`src/hw/rtl/value_sorted_key_list_macros.svh`:
```
// ----------------------------------------------------------------------------
// Assertion macros for the value sorted key list.
// Each macro expands to a labeled concurrent assertion in simulation and to
// nothing when SYNTH is defined.
// ----------------------------------------------------------------------------
`ifndef VALUE_SORTED_KEY_LIST_MACROS_SVH
`define VALUE_SORTED_KEY_LIST_MACROS_SVH

`ifndef SYNTH

// Whenever the condition holds, the consequence holds in the same cycle.
`define VSKL_ASSERT_IMPLIES(label, clk, rst_n, cond, cons) \
	label: assert property (@(posedge clk) disable iff (!rst_n) (cond) |-> (cons)) \
		else $error("value_sorted_key_list: same-cycle check failed");

// Whenever the condition holds, the consequence holds in the next cycle.
`define VSKL_ASSERT_NEXT(label, clk, rst_n, cond, cons) \
	label: assert property (@(posedge clk) disable iff (!rst_n) (cond) |=> (cons)) \
		else $error("value_sorted_key_list: next-cycle check failed");

`else

`define VSKL_ASSERT_IMPLIES(label, clk, rst_n, cond, cons)

`define VSKL_ASSERT_NEXT(label, clk, rst_n, cond, cons)

`endif

`endif

```
`src/hw/rtl/vskl_pkg.sv`:
```
// ----------------------------------------------------------------------------
// vskl_pkg
// Shared widths, codes and cell control types of the value sorted key list.
// ----------------------------------------------------------------------------
`default_nettype none

package vskl_pkg;

	// Default sizing of the block.
	localparam int KEY_COUNT_DEF  = 256;
	localparam int LIST_DEPTH_DEF = 64;
	localparam int VALUE_BITS_DEF = 32;

	// Fixed field widths of the request and result.
	localparam int FUNC_W   = 3;
	localparam int KEY_W    = 8;
	localparam int VAL_W    = 32;
	localparam int POS_W    = 6;
	localparam int STATUS_W = 2;

	// Function codes of a request.
	localparam logic [FUNC_W-1:0] FUNC_GET_VALUE  = 3'd0;
	localparam logic [FUNC_W-1:0] FUNC_INSERT     = 3'd1;
	localparam logic [FUNC_W-1:0] FUNC_APPEND     = 3'd2;
	localparam logic [FUNC_W-1:0] FUNC_UPDATE     = 3'd3;
	localparam logic [FUNC_W-1:0] FUNC_FIND_POS   = 3'd4;
	localparam logic [FUNC_W-1:0] FUNC_KEY_AT_POS = 3'd5;

	// Status codes of a result.
	localparam logic [STATUS_W-1:0] STATUS_OK   = 2'd0;
	localparam logic [STATUS_W-1:0] STATUS_MISS = 2'd1;
	localparam logic [STATUS_W-1:0] STATUS_FULL = 2'd2;

	// Operation broadcast to every cell of the list.
	typedef enum logic [2:0] {
		CELL_IDLE,
		CELL_FIND,
		CELL_INSERT,
		CELL_APPEND,
		CELL_REMOVE
	} cell_op_t;

	// Control bundle sent from the sequencer to the cells.
	typedef struct packed {
		cell_op_t op;
		logic     val_write;
	} cell_ctl_t;

endpackage

`default_nettype wire

```
`src/hw/rtl/vskl_cell.sv`:
```
// ----------------------------------------------------------------------------
// vskl_cell
// One slot of the ordered key list. It holds a key and that key's current
// value, compares them against the broadcast request and shifts with its
// neighbors on insert and remove.
// ----------------------------------------------------------------------------
`default_nettype none

module vskl_cell #(
	parameter int KW         = 8,
	parameter int VALUE_BITS = 32
) (
	input  logic                         clk,
	input  logic                         arst_n,
	input  vskl_pkg::cell_ctl_t          ctl,
	input  logic [KW-1:0]                req_key,
	input  logic signed [VALUE_BITS-1:0] req_val,
	input  logic                         left_valid,
	input  logic [KW-1:0]                left_key,
	input  logic signed [VALUE_BITS-1:0] left_val,
	input  logic                         right_valid,
	input  logic [KW-1:0]                right_key,
	input  logic signed [VALUE_BITS-1:0] right_val,
	input  logic                         hit_in,
	output logic                         valid,
	output logic [KW-1:0]                key,
	output logic signed [VALUE_BITS-1:0] val,
	output logic                         hit_out,
	output logic                         first
);

	import vskl_pkg::*;

	logic                         valid_q;
	logic [KW-1:0]                key_q;
	logic signed [VALUE_BITS-1:0] val_q;
	logic                         key_match;
	logic                         cond;
	logic                         valid_d;
	logic [KW-1:0]                key_d;
	logic signed [VALUE_BITS-1:0] val_d;

	// An insert stops at the first entry whose value is at most the new one;
	// an entry of the same key already carries the new value, so it stops too.
	assign key_match = valid_q && (key_q == req_key);
	assign cond      = (ctl.op == CELL_INSERT) ? (key_match || (valid_q && (val_q <= req_val)))
	                                           : key_match;
	assign hit_out   = hit_in || cond;
	assign first     = cond && !hit_in;

	// Next contents of the slot.
	always_comb begin
		valid_d = valid_q;
		key_d   = key_q;
		val_d   = val_q;
		unique case (ctl.op)
			CELL_INSERT: begin
				if (!hit_in && (cond || (!valid_q && left_valid))) begin
					valid_d = 1'b1;
					key_d   = req_key;
					val_d   = req_val;
				end else if (hit_in) begin
					valid_d = left_valid;
					key_d   = left_key;
					val_d   = left_val;
				end
			end
			CELL_APPEND: begin
				if (!valid_q && left_valid) begin
					valid_d = 1'b1;
					key_d   = req_key;
					val_d   = req_val;
				end
			end
			CELL_REMOVE: begin
				if (hit_in || cond) begin
					valid_d = right_valid;
					key_d   = right_key;
					val_d   = right_val;
				end
			end
			default: begin
			end
		endcase
		// Every copy of the written key follows the value store.
		if (ctl.val_write && (key_d == req_key)) begin
			val_d = req_val;
		end
	end

	// Occupancy flag.
	always_ff @(posedge clk or negedge arst_n) begin
		if (!arst_n) begin
			valid_q <= 1'b0;
		end else begin
			valid_q <= valid_d;
		end
	end

	// Slot payload.
	always_ff @(posedge clk) begin
		key_q <= key_d;
		val_q <= val_d;
	end

	assign valid = valid_q;
	assign key   = key_q;
	assign val   = val_q;

endmodule

`default_nettype wire

```
`config.mk`:
```
export PLATFORM = sky130hd
export DESIGN_NAME = vskl_cell
export DESIGN_NICKNAME = d
export VERILOG_FILES = /design/src/hw/rtl/value_sorted_key_list_macros.svh /design/src/hw/rtl/vskl_pkg.sv /design/src/hw/rtl/vskl_cell.sv
export SDC_FILE = /design/constraint.sdc
export NUM_CORES = 1
export LEC_CHECK = 0
export BUFFER_PORTS_ARGS = -buffer_cell sky130_fd_sc_hd__buf_2
export CORE_UTILIZATION = 40
export DETAILED_ROUTE_END_ITERATION = 16
export HOLD_SLACK_MARGIN = 0.08
export PLACE_DENSITY = 0.68
export SYNTH_ARGS = -nofsm -noshare
export SYNTH_HDL_FRONTEND = slang
export SYNTH_SLANG_ARGS = --single-unit
export TNS_END_PERCENT = 30
```
`constraint.sdc`:
```
create_clock -name clk -period 5.53 [get_ports clk]
set_clock_uncertainty 0.2 [all_clocks]
set_input_delay 1.3825 -clock clk [delete_from_list [all_inputs] [get_ports clk]]
set_output_delay 1.3825 -clock clk [all_outputs]
set_load 0.005 [all_outputs]
```
# Yosys cells after proc, flatten, opt, wreduce, memory -nomap -nowiden
# Index checks and enable logic that the tools add are counted.
[op_classes]
magnitude_cmp = 1
n_eq_ne = 11
mux = 17
n_reduce_logical = 15
[op_table]
columns = ["operator", "n"]
rows = [
  ["$mux W32", 5],
  ["$pmux W32 S3", 1],
  ["$le A32 B32 Y1", 1],
  ["$mux W8", 4],
  ["$pmux W8 S3", 1],
  ["$eq A8 B8 Y1", 2],
  ["$reduce_and A4 Y1", 2],
  ["$eq A3 B2 Y1 const B", 2],
  ["$logic_and A1 B1 Y1", 6],
  ["$ne A3 B3 Y1 const B", 2],
  ["$mux W1", 5],
  ["$ne A2 B2 Y1 const B", 2],
  ["$ne A4 B2 Y1 const B", 1],
  ["$reduce_bool A4 Y1", 1],
  ["$eq A3 B3 Y1 const B", 1],
  ["$logic_or A1 B1 Y1", 3],
  ["$ne A3 B2 Y1 const B", 1],
  ["$pmux W1 S3", 1],
  ["$reduce_bool A3 Y1", 1],
  ["$logic_not A1 Y1", 2],
]
[word_totals]
reg_bits = 41
input_bits = 129
elab_cells = 47

# Logic depth before layout (Yosys ltp)
[depth]
word_depth = 12
ltp_mapped = 15
mapped_depth_nobuf = 13

# Worst setup path before layout
# OpenSTA, ideal clock, no wires.
[synth_timing]
path_type = "input to register"
start = "in req_val[14]"
end = "reg val_q[0] (netlist: val[0]), enable pin"
setup_ns = 0.375
arrival_ns = 4.674
path_slack_ns = 0.282
cell_stages = 13
n_path_buf = 0
path_cell_list = "inv_1 ha_1 a21oi_1 nand2_1 a22o_1 o41a_4 o311ai_2 a31o_2 mux2_4 o31ai_4 nand4b_4 nor3_4 or2_2"
[synth_via]
elab_chain_len = 12
[synth_rtl]
columns = ["element", "line_no", "rtl"]
rows = [
  ["start: declaration", "vskl_cell.sv:17", "input logic signed [VALUE_BITS-1:0] req_val,"],
  ["$le A32 B32 Y1 *", "vskl_cell.sv:46", "assign cond = (ctl.op == CELL_INSERT) ? (key_match || (valid_q && (val_q <= req_val)))"],
  ["$logic_and A1 B1 Y1 *", "vskl_cell.sv:46", ""],
  ["$logic_or A1 B1 Y1 *", "vskl_cell.sv:46", ""],
  ["$mux W1 *", "vskl_cell.sv:46", ""],
  ["$logic_or A1 B1 Y1", "vskl_cell.sv:58", "if (!hit_in && (cond || (!valid_q && left_valid))) begin"],
  ["$logic_and A1 B1 Y1", "vskl_cell.sv:58", ""],
  ["$mux W8", "vskl_cell.sv:58", ""],
  ["$pmux W8 S3", "vskl_cell.sv:56", "unique case (ctl.op)"],
  ["$eq A8 B8 Y1", "vskl_cell.sv:86", "if (ctl.val_write && (key_d == req_key)) begin"],
  ["$logic_and A1 B1 Y1", "vskl_cell.sv:86", ""],
  ["$ne A4 B2 Y1 (no line), or another cell as far along", "--", ""],
  ["$reduce_and A4 Y1 (no line) *", "--", ""],
  ["end signal: assignment", "vskl_cell.sv:103", "val_q <= val_d;"],
  ["end: declaration", "vskl_cell.sv:36", "logic signed [VALUE_BITS-1:0] val_q;"],
]
# Mark *: on every way between the ends. The rest lies on a longest branch, timed or not.
# A chain may end at the register's enable or synchronous reset.

# Final worst setup path
[layout_timing]
start = "in req_val[14]"
end = "out hit_out"
[layout_via]
elab_chain_len = 5
[layout_rtl]
columns = ["element", "line_no", "rtl"]
rows = [
  ["$le A32 B32 Y1", "vskl_cell.sv:46", ""],
  ["$logic_and A1 B1 Y1", "vskl_cell.sv:46", ""],
  ["$logic_or A1 B1 Y1", "vskl_cell.sv:46", ""],
  ["$mux W1", "vskl_cell.sv:46", ""],
  ["$logic_or A1 B1 Y1", "vskl_cell.sv:48", "assign hit_out = hit_in || cond;"],
  ["end: declaration", "vskl_cell.sv:28", "output logic hit_out,"],
]
# Every way passes these cells.

==> load_flow_metrics.sql <==
INSERT INTO impl_metrics (metric_group, metric, value, unit) VALUES
('status', 'run_status', 'completed', ''),
('clock_network', 'postCtsHoldBufs', '0', ''),
('setup_path', 'cp_slowest_stage_delay', '0.46', 'ns'),
('grt', 'first_pass_grt_wire_length', '21100', 'um'),
('logic_synthesis', 'mappedNetlistNets', '625', ''),
('placement', 'place_area', '5280', 'um^2'),
('final_layout', 'fin_nets', '787', ''),
('sta', 'rsz_0062_raised_after_global_routing', 'false', ''),
('setup_path', 'critical_path.cell_chain', 'buf_2 -> inv_1 -> ha_1 -> nand4_2 -> nor4_2 -> a21boi_2 -> o41a_4 -> nor4_2 -> buf_4 -> nor2_1 -> inv_1 -> buf_2', ''),
('grt', 'global_route.overflow_total', '0', ''),
('route', 'drc_errors', '0', ''),
('placement', 'worst_slack_after_detailed_placement', '0.174', 'ns'),
('sta', 'setup_tns', '0', 'ns'),
('logic_synthesis', 'synth.cell_area', '4430', 'um^2'),
('route', 'drt-pass1-iter-count', '5', ''),
('die', 'effective_utilization_at_floorplan', '40.9', '%'),
('final_layout', 'post_route_cells_drive_above_1_share', '41.5', '%'),
('route', 'total_wire_length_after_detailed_routing', '14000', 'um'),
('logic_synthesis', 'synth-async-reset-ratio', '2.44', '%'),
('logic_synthesis', 'synth-seq-cells', '41', ''),
('final_layout', 'post_synthesis_to_final_layout_area_growth', '22.2', '%'),
('sta', 'fmaxAchievable', '188', 'MHz'),
('die', 'design.core.area', '10800', 'um^2'),
('clock_network', 'tritoncts', 'built', ''),
('clock_network', 'clk_latency', '0.30', 'ns'),
('placement', 'numPortBuffers', '171', ''),
('grt', 'grt_pass1_vias', '4128', ''),
('setup_path', 'setup.worst_path.start_class', 'input port', ''),
('power', 'leakage', '2.47', 'nW'),
('route', 'vias', '4421', ''),
('grt', 'antenna_found_initial', '0', ''),
('setup_path', 'category_of_the_critical_setup_timing_path', 'input port to output port', ''),
('final_layout', 'num_antenna_cells', '0', ''),
('logic_synthesis', 'synth_top_area_share', '21.7', '%'),
('clock_network', 'post-cts-setup-buffers', '0', ''),
('placement', 'place.detailed.hpwl', '11100', 'um'),
('setup_path', 'critPathCaptureType', 'output port', ''),
('setup_path', 'crit_path_max_fanout', '12', ''),
('sta', 'portion_of_the_clock_cycle_consumed_by_the_worst_path_in_the_final_layout', '95.9', '%'),
('setup_path', 'worst-endpoint-required', '3.95', 'ns'),
('final_layout', 'fin_area', '5420', 'um^2'),
('sta', 'slew_headroom', '59.5', '%'),
('logic_synthesis', 'syn-mean-instance-area', '9.55', 'um^2'),
('logic_synthesis', 'synth_edf_count', '32', ''),
('logic_synthesis', 'synthFlopType', 'sky130_fd_sc_hd__edfxtp_1', ''),
('setup_path', 'crit_family', 'simple AND/OR/NAND/NOR gates', ''),
('route', 'number_of_antenna_violating_nets_in_the_routed_design', '0', ''),
('die', 'floorplan.die.width', '107', 'um'),
('sta', 'timing.final.crit_period', '5.31', 'ns'),
('logic_synthesis', 'seq_area_frac_synth', '25.9', '%'),
('die', 'die-area', '11500', 'um^2'),
('sta', 'tightestPinTransition', '0.605', 'ns'),
('setup_path', 'timing.critical_path.slowest_stage_cell', 'sky130_fd_sc_hd__nor4_2', ''),
('route', 'mean_routed_wirelength_per_cell', '18.3', 'um'),
('power', 'ratio_of_total_power_to_cell_area', '223', 'nW/um^2'),
('setup_path', 'critical_path_buf_inv_count', '5', ''),
('placement', 'replace_congestion', '1.01', ''),
('grt', 'grt_max_degree', '33', ''),
('clock_network', 'cts_htree_levels', '2', ''),
('clock_network', 'clock_root_buffer', 'sky130_fd_sc_hd__clkbuf_8', ''),
('clock_network', 'path_clk_slew', '0.09', 'ns'),
('job', 'cap_viol_max_count', '0', ''),
('logic_synthesis', 'number_of_standard_cells_after_synthesis', '464', ''),
('setup_path', 'worst_ep_arrival_time', '3.72', 'ns'),
('worst_hold_path', 'timing.hold.worst.class', 'flip-flop to flip-flop', ''),
('logic_synthesis', 'synth_top_area_cell', 'sky130_fd_sc_hd__edfxtp_1', ''),
('logic_synthesis', 'number_of_distinct_standard_cells_referenced_by_the_synthesized_netlist', '83', ''),
('route', 'routed_via_density', '5.76', ''),
('sta', 'report.final.slew_viol_count', '0', ''),
('power', 'power.total', '0.00121', 'W'),
('clock_network', 'cts-root-to-sink-buffers', '2', '');
power breakdown:
part	switching, W	internal [W]	leakage, nW
combinational	0.000266	0.000213	2.03
sequential	0.0000480	0.000378	0.376
clock	0.000121	0.000182	0.0687
total	0.000435	0.000773	2.47
registers in the layout, summed over array words and instances, names as in the netlist:
name	flops
val	32
key	8
valid	1
worst reg2reg max path: cells and delay by family (launching register included):
family	cells	cell delay, ns
fa+ha+maj	1	0.32
simple gates	4	0.83
buf+inv	2	0.58
compound gates	7	1.71
flops	1	0.43
through the flow:
step | cells | hold slack, ns
after floorplan | 464 | 0.402
after global placement | 759 | 0.467
after detailed placement | 759 | 0.459
after CTS | 767 | 0.474
after global routing | 767 | 0.497
final | 767 | 0.473
area by class of cell:
type,instances,area (um^2)
Clock buffer,5,68.8
Clock inverter,3,68.8
Fill cell,1031,5420
Inverter,47,176
Multi-Input combinational cell,345,2790
Sequential cell,41,1150
Tap cell,140,175
Timing Repair Buffer,186,993
final timing paths:
| check | end | slack [ns] | startpoint | cells past startpoint |
|---|---|---|---|---|
| max | hit_out | 0.22 | req_val[14] | 12 |
| min in group asynchronous | valid | 0.64 | arst_n | 1 |
| min | key[5] | 0.47 | key[5] | 1 |
| max reg2reg | val[0] | 1.23 | val[7] | 14 |
| min reg2reg | key[5] | 0.47 | key[5] | 1 |
| max in group asynchronous | valid | 4.41 | arst_n | 1 |
cells in the mapped netlist (all sizes together), types with 2 or more instances:
| master | number |
|---|---|
| o41ai | 3 |
| buf | 15 |
| a21oi | 32 |
| xor2 | 8 |
| nand2b | 4 |
| a2111oi | 2 |
| clkbuf | 15 |
| nand2 | 29 |
| o32ai | 2 |
| mux2 | 3 |
| o221ai | 3 |
| a21boi | 3 |
| nor2 | 40 |
| and3 | 3 |
| a211oi | 3 |
| a22oi | 33 |
| nand3 | 7 |
| nand4 | 9 |
| or4 | 2 |
| o21ai | 22 |
| inv | 47 |
| nor2b | 3 |
| o32a | 2 |
| o31ai | 6 |
| mux2i | 4 |
| or2b | 2 |
| nor3 | 8 |
| o22a | 2 |
| ha | 32 |
| dfxtp | 8 |
| edfxtp | 32 |
| o311ai | 4 |
| nor4 | 8 |
| o2bb2ai | 33 |
| or3 | 3 |
| a31oi | 7 |
| or2 | 3 |
cells in the final DEF (no fill, tap or decap), types with 3 or more instances in the layout:
master and instances:
sky130_fd_sc_hd__inv_1 47, sky130_fd_sc_hd__nand4_1 8, sky130_fd_sc_hd__xor2_1 8, sky130_fd_sc_hd__nand2b_1 4
sky130_fd_sc_hd__and3_1 3, sky130_fd_sc_hd__nand2_1 28, sky130_fd_sc_hd__a21oi_1 31, sky130_fd_sc_hd__buf_4 13
sky130_fd_sc_hd__mux2i_1 3, sky130_fd_sc_hd__o21ai_0 19, sky130_fd_sc_hd__o221ai_1 3, sky130_fd_sc_hd__or3_1 3
sky130_fd_sc_hd__nor4_1 5, sky130_fd_sc_hd__o311ai_1 3, sky130_fd_sc_hd__nor2b_1 3, sky130_fd_sc_hd__o41ai_1 3
sky130_fd_sc_hd__nor3_1 7, sky130_fd_sc_hd__o2bb2ai_2 31, sky130_fd_sc_hd__clkbuf_8 5, sky130_fd_sc_hd__a22oi_1 33
sky130_fd_sc_hd__dfxtp_1 8, sky130_fd_sc_hd__nor2_1 39, sky130_fd_sc_hd__buf_2 171, sky130_fd_sc_hd__a31oi_1 6
sky130_fd_sc_hd__nand3_1 7, sky130_fd_sc_hd__ha_1 32, sky130_fd_sc_hd__nor4_2 3, sky130_fd_sc_hd__edfxtp_1 32
sky130_fd_sc_hd__o31ai_1 4
cell families (layout without fill, tap and decap cells):
family          Yosys count  in the layout  synth area share [%]
compound gates          173            173                  34.9
xor+xnor                  8              8                  1.58
fa+ha+maj                32             32                  9.03
buf+inv                  78            241                  11.7
flops                    41             41                  25.9
mux                       7              7                  1.92
simple gates            125            125                  15.0
routing by layer:
metal	vias to the layer above	share of wire, %	wire length (um)	track usage [%]
met5	-	0	0	0
met3	25	8.2	1150	3.69
li1	2095	-	-	-
met1	2052	43	6010	31.3
met4	0	2.1	292	7.63
met2	249	47	6550	39.2
(Power assumes the default switching activity.)
